--- config.mk ---
export PLATFORM = sky130hd
export DESIGN_NAME = ascii85_stream_encoder_flat
export DESIGN_NICKNAME = d
export VERILOG_FILES = /design/src/sv/a85_pkg.sv /design/src/sv/a85_stream_if.sv /design/src/sv/ascii85_stream_encoder.sv /design/src/flat_wrapper.sv
export SDC_FILE = /design/constraint.sdc
export NUM_CORES = 2
export LEC_CHECK = 0
export ABC_AREA = 1
export ABC_CLOCK_PERIOD_IN_PS = 6600
export BUFFER_PORTS_ARGS = -buffer_cell sky130_fd_sc_hd__buf_2
export CORE_MARGIN = 5
export CORE_UTILIZATION = 59
export DETAILED_ROUTE_END_ITERATION = 10
export GPL_ROUTABILITY_DRIVEN = 1
export GPL_TIMING_DRIVEN = 0
export HOLD_SLACK_MARGIN = 0.08
export PLACE_DENSITY = 0.77
export SYNTH_ARGS = -nofsm -noshare
export SYNTH_HDL_FRONTEND = slang
export SYNTH_SLANG_ARGS = --single-unit
export TNS_END_PERCENT = 20
--- constraint.sdc ---
create_clock -name clk -period 6.6 [get_ports clk]
set_input_delay 0.33 -clock clk [delete_from_list [all_inputs] [get_ports clk]]
set_output_delay 0.33 -clock clk [all_outputs]
set_load 0.01 [all_outputs]
--- src/sv/a85_pkg.sv ---
package a85_pkg;

    // Character codes.
    localparam logic [6:0] ZERO_CHAR  = 7'd122;
    localparam logic [6:0] DIGIT_BASE = 7'd33;

    // Base-85 conversion constants.
    localparam int unsigned DIGITS     = 5;
    localparam logic [6:0]  RADIX      = 7'd85;
    localparam logic [2:0]  LAST_DIGIT = 3'(DIGITS - 1);
    localparam logic [1:0]  LAST_BYTE  = 2'd3;

    // The group value is scaled by RECIP = ceil(2^FRAC_BITS / 85^4), which gives
    // the leading digit in the bits above FRAC_BITS and the remainder as a binary
    // fraction below it. Each later digit is found by multiplying the fraction by
    // 85. The rounding error stays below 2^FRAC_BITS / 85^4 for any 32-bit value,
    // so all five digits come out exact.
    localparam int unsigned FRAC_BITS  = 58;
    localparam int unsigned ACC_BITS   = FRAC_BITS + 7;
    localparam logic [63:0] RADIX_POW4 = 64'd85 * 64'd85 * 64'd85 * 64'd85;
    localparam logic [63:0] RECIP      =
        ((64'd1 << FRAC_BITS) + RADIX_POW4 - 64'd1) / RADIX_POW4;
    localparam logic [31:0] RECIP_LO   = RECIP[31:0];
    localparam logic        RECIP_HI   = RECIP[32];

    typedef struct packed {
        logic [7:0] data_byte;
        logic       message_end;
    } a85_byte_t;

    typedef struct packed {
        logic [6:0] out_char;
        logic       group_last;
        logic       message_last;
    } a85_char_t;

endpackage

--- src/sv/a85_stream_if.sv ---
interface a85_byte_if;
    logic                 valid;
    logic                 ready;
    a85_pkg::a85_byte_t   payload;

    modport source (output valid, output payload, input ready);
    modport sink (input valid, input payload, output ready);
endinterface

interface a85_char_if;
    logic                 valid;
    logic                 ready;
    a85_pkg::a85_char_t   payload;

    modport source (output valid, output payload, input ready);
    modport sink (input valid, input payload, output ready);
endinterface

--- src/sv/ascii85_stream_encoder.sv ---
// Channel   Dir  Beat carries                          Accepted when
// msg       in   data_byte[7:0], message_end           msg.valid && msg.ready
// enc       out  out_char[6:0], group_last, message_last enc.valid && enc.ready
//
// Bytes are taken one per cycle while the converter has room; a group of four
// bytes leaves as five characters, one per cycle while enc.ready allows, so the
// sustained rate is set by the single character output register. A zero group
// leaves as one character. Each group passes buffer, multiplier, serializer and output.
// rst_n clears all control state asynchronously; no clearing pass is needed.
// A stall on enc backs up through the converter and then holds msg.ready low.
module ascii85_stream_encoder
(
    input  logic                 clk,
    input  logic                 rst_n,
    a85_byte_if.sink             msg,
    a85_char_if.source           enc
);

    localparam int unsigned AB = a85_pkg::ACC_BITS;
    localparam int unsigned FB = a85_pkg::FRAC_BITS;

    // ------------------------------------------------------------------
    // Group gathering. Bytes are shifted in big-endian; a group is closed
    // when it holds four bytes or the message ends. A closed group waits in
    // the group buffer until the multiplier stage takes it.
    // ------------------------------------------------------------------
    logic [23:0] group_value_reg;
    logic [1:0]  byte_count_reg;
    logic        grp_valid_reg;
    logic [31:0] grp_value_reg;
    logic        grp_end_reg;

    logic        in_ready;
    logic        msg_accept;
    logic        grp_close;
    logic [31:0] gathered;

    // Multiplier stage: the group value times the low word of the scale factor.
    logic        mul_valid_reg;
    logic [63:0] mul_prod_reg;
    logic [31:0] mul_value_reg;
    logic        mul_zero_reg;
    logic        mul_end_reg;

    // Digit serializer: holds the scaled value whose top seven bits are the
    // next digit and whose low bits are the remaining fraction.
    logic          ser_active_reg;
    logic [AB-1:0] ser_acc_reg;
    logic [2:0]    ser_idx_reg;
    logic          ser_zero_reg;
    logic          ser_end_reg;

    // Output register.
    logic               out_valid_reg;
    a85_pkg::a85_char_t out_payload_reg;

    logic          ser_last;
    logic          out_load;
    logic          ser_free;
    logic          ser_load;
    logic          mul_free;
    logic          mul_load;
    logic [AB-1:0] scaled;
    logic [AB-1:0] acc_step;
    logic [6:0]    digit_char;

    // Handshake chain, from the output back to the input.
    assign ser_last   = ser_zero_reg || (ser_idx_reg == a85_pkg::LAST_DIGIT);
    assign out_load   = ser_active_reg && (!out_valid_reg || enc.ready);
    assign ser_free   = !ser_active_reg || (out_load && ser_last);
    assign ser_load   = mul_valid_reg && ser_free;
    assign mul_free   = !mul_valid_reg || ser_load;
    assign mul_load   = grp_valid_reg && mul_free;
    assign in_ready   = !grp_valid_reg || mul_load;
    assign msg_accept = msg.valid && in_ready;

    assign msg.ready  = in_ready;
    assign enc.valid  = out_valid_reg;
    assign enc.payload = out_payload_reg;

    assign gathered  = {group_value_reg, msg.payload.data_byte};
    assign grp_close = (byte_count_reg == a85_pkg::LAST_BYTE) || msg.payload.message_end;

    // Full scaled value: the registered low product plus the value shifted by
    // 32 for the top bit of the scale factor.
    assign scaled = AB'(mul_prod_reg)
                  + (a85_pkg::RECIP_HI ? AB'({mul_value_reg, 32'd0}) : AB'(0));

    // Next digit: remaining fraction times 85.
    assign acc_step   = AB'(ser_acc_reg[FB-1:0]) * AB'(a85_pkg::RADIX);
    assign digit_char = ser_acc_reg[AB-1:FB] + a85_pkg::DIGIT_BASE;

    always_ff @(posedge clk or negedge rst_n)
    begin
        if (!rst_n)
        begin
            byte_count_reg  <= 2'd0;
            group_value_reg <= 24'd0;
            grp_valid_reg   <= 1'b0;
        end
        else
        begin
            if (msg_accept)
            begin
                if (grp_close)
                begin
                    byte_count_reg  <= 2'd0;
                    group_value_reg <= 24'd0;
                end
                else
                begin
                    byte_count_reg  <= byte_count_reg + 2'd1;
                    group_value_reg <= gathered[23:0];
                end
            end
            if (msg_accept && grp_close)
            begin
                grp_valid_reg <= 1'b1;
            end
            else if (mul_load)
            begin
                grp_valid_reg <= 1'b0;
            end
        end
    end

    always_ff @(posedge clk)
    begin
        if (msg_accept && grp_close)
        begin
            grp_value_reg <= gathered;
            grp_end_reg   <= msg.payload.message_end;
        end
    end

    always_ff @(posedge clk or negedge rst_n)
    begin
        if (!rst_n)
        begin
            mul_valid_reg <= 1'b0;
        end
        else if (mul_load)
        begin
            mul_valid_reg <= 1'b1;
        end
        else if (ser_load)
        begin
            mul_valid_reg <= 1'b0;
        end
    end

    always_ff @(posedge clk)
    begin
        if (mul_load)
        begin
            mul_prod_reg  <= 64'(grp_value_reg) * 64'(a85_pkg::RECIP_LO);
            mul_value_reg <= grp_value_reg;
            mul_zero_reg  <= (grp_value_reg == 32'd0);
            mul_end_reg   <= grp_end_reg;
        end
    end

    always_ff @(posedge clk or negedge rst_n)
    begin
        if (!rst_n)
        begin
            ser_active_reg <= 1'b0;
            ser_idx_reg    <= 3'd0;
        end
        else if (ser_load)
        begin
            ser_active_reg <= 1'b1;
            ser_idx_reg    <= 3'd0;
        end
        else if (out_load)
        begin
            if (ser_last)
            begin
                ser_active_reg <= 1'b0;
            end
            ser_idx_reg <= ser_idx_reg + 3'd1;
        end
    end

    always_ff @(posedge clk)
    begin
        if (ser_load)
        begin
            ser_acc_reg  <= scaled;
            ser_zero_reg <= mul_zero_reg;
            ser_end_reg  <= mul_end_reg;
        end
        else if (out_load)
        begin
            ser_acc_reg <= acc_step;
        end
    end

    always_ff @(posedge clk or negedge rst_n)
    begin
        if (!rst_n)
        begin
            out_valid_reg <= 1'b0;
        end
        else if (out_load)
        begin
            out_valid_reg <= 1'b1;
        end
        else if (enc.ready)
        begin
            out_valid_reg <= 1'b0;
        end
    end

    always_ff @(posedge clk)
    begin
        if (out_load)
        begin
            out_payload_reg.out_char     <= ser_zero_reg ? a85_pkg::ZERO_CHAR : digit_char;
            out_payload_reg.group_last   <= ser_last;
            out_payload_reg.message_last <= ser_last && ser_end_reg;
        end
    end

    // The message end always falls on the close of a group.
    a_msg_last_in_group: assert property (@(posedge clk) disable iff (!rst_n)
        enc.valid |-> (!enc.payload.message_last || enc.payload.group_last))
        else $error("message_last without group_last");

    // The serializer never runs past the fifth digit.
    a_digit_index: assert property (@(posedge clk) disable iff (!rst_n)
        ser_active_reg |-> (ser_idx_reg <= a85_pkg::LAST_DIGIT))
        else $error("digit index out of range");

    // A beat with message_end leaves the gatherer empty for the next message.
    a_end_clears: assert property (@(posedge clk) disable iff (!rst_n)
        (msg_accept && msg.payload.message_end) |=> (byte_count_reg == 2'd0))
        else $error("byte count not cleared at message end");

    // The 'z' code is only ever a whole group on its own.
    a_zero_whole: assert property (@(posedge clk) disable iff (!rst_n)
        (enc.valid && (enc.payload.out_char == a85_pkg::ZERO_CHAR)) |-> enc.payload.group_last)
        else $error("zero character inside a group");

endmodule

--- src/flat_wrapper.sv ---
// flat-port wrapper written by rule: the top's interface ports become plain ports
module ascii85_stream_encoder_flat 
  (clk, rst_n, msg_valid, msg_payload, msg_ready, enc_valid, enc_payload, enc_ready);
  a85_byte_if msg_i ();
  a85_char_if enc_i ();
  input  logic clk;
  input  logic rst_n;
  input wire logic [$bits(msg_i.valid)-1:0] msg_valid;
  input wire logic [$bits(msg_i.payload)-1:0] msg_payload;
  output wire logic [$bits(msg_i.ready)-1:0] msg_ready;
  output wire logic [$bits(enc_i.valid)-1:0] enc_valid;
  output wire logic [$bits(enc_i.payload)-1:0] enc_payload;
  input wire logic [$bits(enc_i.ready)-1:0] enc_ready;
  assign msg_i.valid = msg_valid;
  assign msg_i.payload = msg_payload;
  assign msg_ready = msg_i.ready;
  assign enc_valid = enc_i.valid;
  assign enc_payload = enc_i.payload;
  assign enc_i.ready = enc_ready;
  ascii85_stream_encoder u_core (.clk(clk), .rst_n(rst_n), .msg(msg_i), .enc(enc_i));
endmodule
* Word-level counts from Yosys, hierarchy flattened
Cells that the tools add are included.
** Word-level totals
- Flip-flop bits (word level) :: 239
- Latch bits :: 0
- Bits in writable memories :: 0
- Memory bits (read-only) :: 0
- Bits of input ports :: 13
- Output and inout port bits :: 11
- Logic and storage cells :: 66
- Memories kept :: 0
** Cells by class
- Add/subtract/negate cells :: 4
- Multipliers :: 2
- Div/mod/pow operators :: 0
- Magnitude comparators :: 0
- Equality and inequality tests :: 2
- Shifts and indexed selects :: 0
- Mux-type cells :: 15
- Bitwise gates (word level) :: 0
- Reduce and logical (&&, ||, !) cells :: 24
** Operators with widths (number)
- 2-to-1 mux 65 bit :: 2
- adder 63 x 64 -> 65 bit :: 1
- multiplier 58 x 7 -> 65 bit, second input constant :: 1
- multiplier 32 x 31 -> 63 bit, second input constant :: 1
- logical NOT 32 bit :: 1
- 2-to-1 mux 24 bit :: 1
- nonzero test 2 bit :: 5
- 2-to-1 mux 1 bit :: 9
- adder 7 x 6 -> 7 bit, second input constant :: 1
- logical AND 1 bit :: 7
- logical OR 1 bit :: 6
- 2-to-1 mux 3 bit :: 2
- logical NOT 1 bit :: 4
- adder 3 x 1 -> 3 bit, second input constant :: 1
- == test 3 bit, second input constant :: 1
- adder 2 x 1 -> 2 bit, second input constant :: 1
- == test 2 bit, second input constant :: 1
- 2-to-1 mux 2 bit :: 1
- AND reduction 2 bit :: 1

* Logic depth before layout (Yosys ltp)
- Depth after elaboration :: 12
- Depth in mapped cells :: 28
- Gate-level depth less buffers :: 28

* Worst setup path after synthesis
OpenSTA, ideal clock, no wires.
- Kind :: register to register
- Start point :: reg u_core.grp_value_reg[8]
- End point :: reg u_core.mul_prod_reg[61], data pin
- Library setup time :: 0.252 ns
- Arrival :: 5.645 ns
- Data required time :: 6.348 ns
- Path slack :: 0.702 ns
- Stages on the path, launching flop included :: 28
- Path buffers :: 0
- Clock period less this slack :: 5.898 ns
- Path through :: edfxtp_1 -> inv_1 -> ha_1 -> inv_1 -> fa_1 -> inv_1 -> ha_1 -> inv_1 -> fa_1 -> inv_1 -> fa_1 -> fa_1 -> fa_1 -> inv_1 -> fa_1 -> inv_1 -> ha_1 -> nand2_1 -> nor2_1 -> inv_2 -> nor2_2 -> inv_2 -> nor3_2 -> nand2_1 -> nand3_2 -> nand2_1 -> nand3_1 -> nand2_1
** On the way
- Word-level cells in the longest chain between the ends :: 1
** RTL lines
- start, declared :: line ascii85_stream_encoder.sv:30 : logic [31:0] grp_value_reg;
- start signal, assigned :: line ascii85_stream_encoder.sv:131 : grp_value_reg <= gathered;
- multiplier 32 x 31 -> 63 bit :: line ascii85_stream_encoder.sv:156 : mul_prod_reg <= 64'(grp_value_reg) * 64'(a85_pkg::RECIP_LO);
- end signal, assigned :: line ascii85_stream_encoder.sv:156
- end, declared :: line ascii85_stream_encoder.sv:40 : logic [63:0] mul_prod_reg;
No other way between the ends.
A chain may end at the register's enable or synchronous reset.

* Final worst setup path
- Start point :: reg u_core.grp_value_reg[21]
- End point :: reg u_core.mul_prod_reg[58], data pin
Same word-level chain as after synthesis.

==> impl_metrics.env <==
export IMPL_gp_congestion=1.00
export IMPL_firstDrtPassIters=6
export IMPL_crit_chain="clkinvlp_4 > buf_4 > fa_1 > inv_1 > ha_1 > ha_1 > inv_1 > fa_1 > inv_1 > fa_1 > fa_2 > fa_2 > fa_2 > ha_4 > a21oi_2 > o21ai_1 > a21oi_2 > o21ai_1 > a21oi_2 > nand2_1 > nand2_1 > nand2_1"
export IMPL_finalWorstSetupSlack_ps=-20.0
export IMPL_ant_nets=0
export IMPL_path_clk_slew_ps=60
export IMPL_largest_register_ffs=65
export IMPL_synthSimpleGateAreaFrac_pct=17.1
export IMPL_async_reset_ff_share_pct=13.9
export IMPL_cts_inserted_buffers=27
export IMPL_top_level_ports=24
export IMPL_hold_viol=0
export IMPL_drive_gt1_share_pct=8.49
export IMPL_synth_top_family_by_area="adder cells"
export IMPL_rsz0062_at_grt="yes"
export IMPL_syn_inst=4914
export IMPL_grt_usage_pct=33.1
export IMPL_hold_class="in -> reg"
export IMPL_final_setup_viol_count=1
export IMPL_start_kind="register"
export IMPL_slowest_stage="fa_2"
export IMPL_maxCapViolCount=0
export IMPL_min_path_cells=4
export IMPL_grt_max_degree=74
export IMPL_core_mm2=0.0659
export IMPL_synth_area_leaders="fa_1 24%, ha_1 20%, edfxtp_1 16%"
export IMPL_crit_arrival_ps=6920
export IMPL_worst_r2r_startpoint="u_core.grp_value_reg[21]"
export IMPL_synth_seq_area_share_pct=17.7
export IMPL_r2r_slack_ps=-20
export IMPL_root_buffer="clkbuf_16"
export IMPL_violations="negative setup slack"
export IMPL_gr_total_overflow=0
export IMPL_drt_first_iter_violations=2479
export IMPL_syn2layout_area_growth_pct=9.96
export IMPL_synth_fp_nets=6017
export IMPL_fin_crit_ps=6620
export IMPL_synth_area_per_cell_um2=7.97
export IMPL_cts_sinks=237
export IMPL_grt_first_pass_wirelength_um=182000
export IMPL_path_buf_inv=5
export IMPL_die_area_mm2=0.0717
export IMPL_tightest_slew_ps=1010
export IMPL_h_tree_depth=1
export IMPL_final_cell_mix="1470 x inv_1, 983 x nand2_1, 596 x ha_1"
export IMPL_hp_start="msg_valid"
export IMPL_reg2reg_depth=22
export IMPL_worstSetupPathType="reg -> reg"
export IMPL_nNetsFinal=6193
export IMPL_io_buffers=23
export IMPL_post_synth_num_cell_types=43
export IMPL_endpoint_kind="register"
export IMPL_synth_compound_area_share_pct=5.47
export IMPL_status="finished, violations left"
export IMPL_min_to="u_core.group_value_reg[23]"
export IMPL_die_h_um=268
export IMPL_clock_fmax_mhz=151
export IMPL_synthAdderAreaFrac_pct=43.8
export IMPL_drc=0
export IMPL_wirelength_um=119000
export IMPL_hpwl_um=95100
export IMPL_reg2reg_to="u_core.mul_prod_reg[58]"
export IMPL_synth_seq_cells=237
export IMPL_grt_pass1_vias=33000
export IMPL_clock_latency_ps=560
export IMPL_cts_tree="done"
export IMPL_slew_headroom_pct=32.8
export IMPL_yosys_mux_area_fraction_pct=0
export IMPL_mostFrequentLayoutCell="inv_1"
export IMPL_path_delay_family="adder cells"
export IMPL_post_route_period_util_pct=100
export IMPL_syn_area_mm2=0.0392
export IMPL_ys_warn_count=0
export IMPL_vias=31900
export IMPL_crit_cells=22
export IMPL_synth_top_area_share_pct=23.9
export IMPL_antenna_found_initial=4
export IMPL_via_per_inst=5.34
export IMPL_synth_top_cell_by_area="fa_1"
export IMPL_finalMaxSlewViolations=0
export IMPL_ys_flop_type="edfxtp_1"
export IMPL_num_rows=94
export IMPL_finalCoreUtilization_pct=65.4
export IMPL_fin_worst_skew_ps=15.4
export IMPL_die_w_um=268
export IMPL_synth_xor_area_share_pct=1.27
export IMPL_synth_edf_count=204
export IMPL_cts_max_path_buffers=3
export IMPL_post_drt_wl_per_cell_um=19.9
export IMPL_diodes=0
export IMPL_slowest_delay_ps=640
export IMPL_cp_required_ps=6900
export IMPL_crit_fanout=5
export IMPL_start_util_pct=59.5
[kinds of logic after synthesis]
kind of cell / after synthesis
DFF: 237
xor gates and xnor gates: 57
AOI/OAI and AO/OA: 403
and+or+nand+nor: 1608
adders and majority gates: 1090
buffers and inverters: 1519
[worst reg2reg max path, stage by stage (launching register included)]
cell and delay (ps):
edfxtp_1 510, clkinvlp_4 280, buf_4 210, fa_1 550
inv_1 50, ha_1 290, ha_1 290, inv_1 60
fa_1 480, inv_1 50, fa_1 490, fa_2 600
fa_2 480, fa_2 640, ha_4 240, a21oi_2 200
o21ai_1 140, a21oi_2 200, o21ai_1 130, a21oi_2 280
nand2_1 80, nand2_1 60, nand2_1 70
[metrics by stage]
stage | TNS (ps) | hold slack, ps | cells | area, um2 | setup WS (ps)
after CTS | -2.42 | 145 | 5943 | 42300 | -2.42
after global placement | -20580 | 404 | 5801 | 40400 | -820
after floorplan | 0 | 34.4 | 4914 | 39200 | 702
final | -20.0 | 180 | 5973 | 43100 | -20.0
after detailed placement | -23430 | 407 | 5803 | 40500 | -939
after global routing | -1360 | 177 | 5973 | 43100 | -120
[routing by layer]
metal / up-vias / GRT usage (%) / routed length, um
li1: 15200 / - / -
met2: 1114 / 57.5 / 56600
met5: - / 0 / 43
met3: 361 / 4.10 / 6900
met1: 15200 / 41.0 / 46700
met4: 6 / 16.5 / 8470
[cell usage after synthesis (4+ instances only)]
cell	number
nor3_1	26
or2_2	18
nand2_1	999
o21a_1	5
xor2_1	37
inv_1	1493
buf_6	4
nand4_1	30
a21o_1	4
a21oi_1	196
nor4_2	4
edfxtp_1	204
nor2_1	307
ha_1	622
and2_1	5
a21oi_2	8
dfrtp_1	33
a21boi_0	8
nand3b_1	18
nand2_2	21
fa_1	468
o21ai_1	23
nand3_2	10
o21bai_1	12
nor2_2	8
buf_2	12
xnor2_1	20
o21ai_0	139
inv_2	5
nand3_1	154
[area by class of cell]
| cell class | count | area, um2 |
|---|---|---|
| Multi-Input combinational cell | 3158 | 27100 |
| Fill cell | 5489 | 22800 |
| Inverter | 1498 | 5700 |
| Clock inverter | 19 | 161 |
| Tap cell | 864 | 1080 |
| Clock buffer | 29 | 683 |
| Sequential cell | 237 | 6950 |
| Timing Repair Buffer | 147 | 1260 |
| Buffer | 21 | 135 |
[repair_timing]
action | 4_1_cts | 5_1_grt
hold buffers | 11 | 0
setup buffers | 81 | 30
pin swaps | 5 | 24
hold endpoints to repair | 49 | 0
endpoints found under the setup margin | 43 | 37
resized for setup | 41 | 160
[worst max path at each step]
stage,from,to
4_1_cts,u_core.grp_value_reg[16],u_core.mul_prod_reg[58]
5_1_grt,u_core.grp_value_reg[16],u_core.mul_prod_reg[61]
6_report,u_core.grp_value_reg[21],u_core.mul_prod_reg[58]
3_3_place_gp,u_core.grp_value_reg[8],u_core.mul_prod_reg[58]
2_1_floorplan,u_core.grp_value_reg[8],u_core.mul_prod_reg[61]
3_5_place_dp,u_core.grp_value_reg[8],u_core.mul_prod_reg[58]
Power is left out: the tool's default activity adds up to more than one toggle a clock period on the data nets, which glitch-free logic cannot reach.
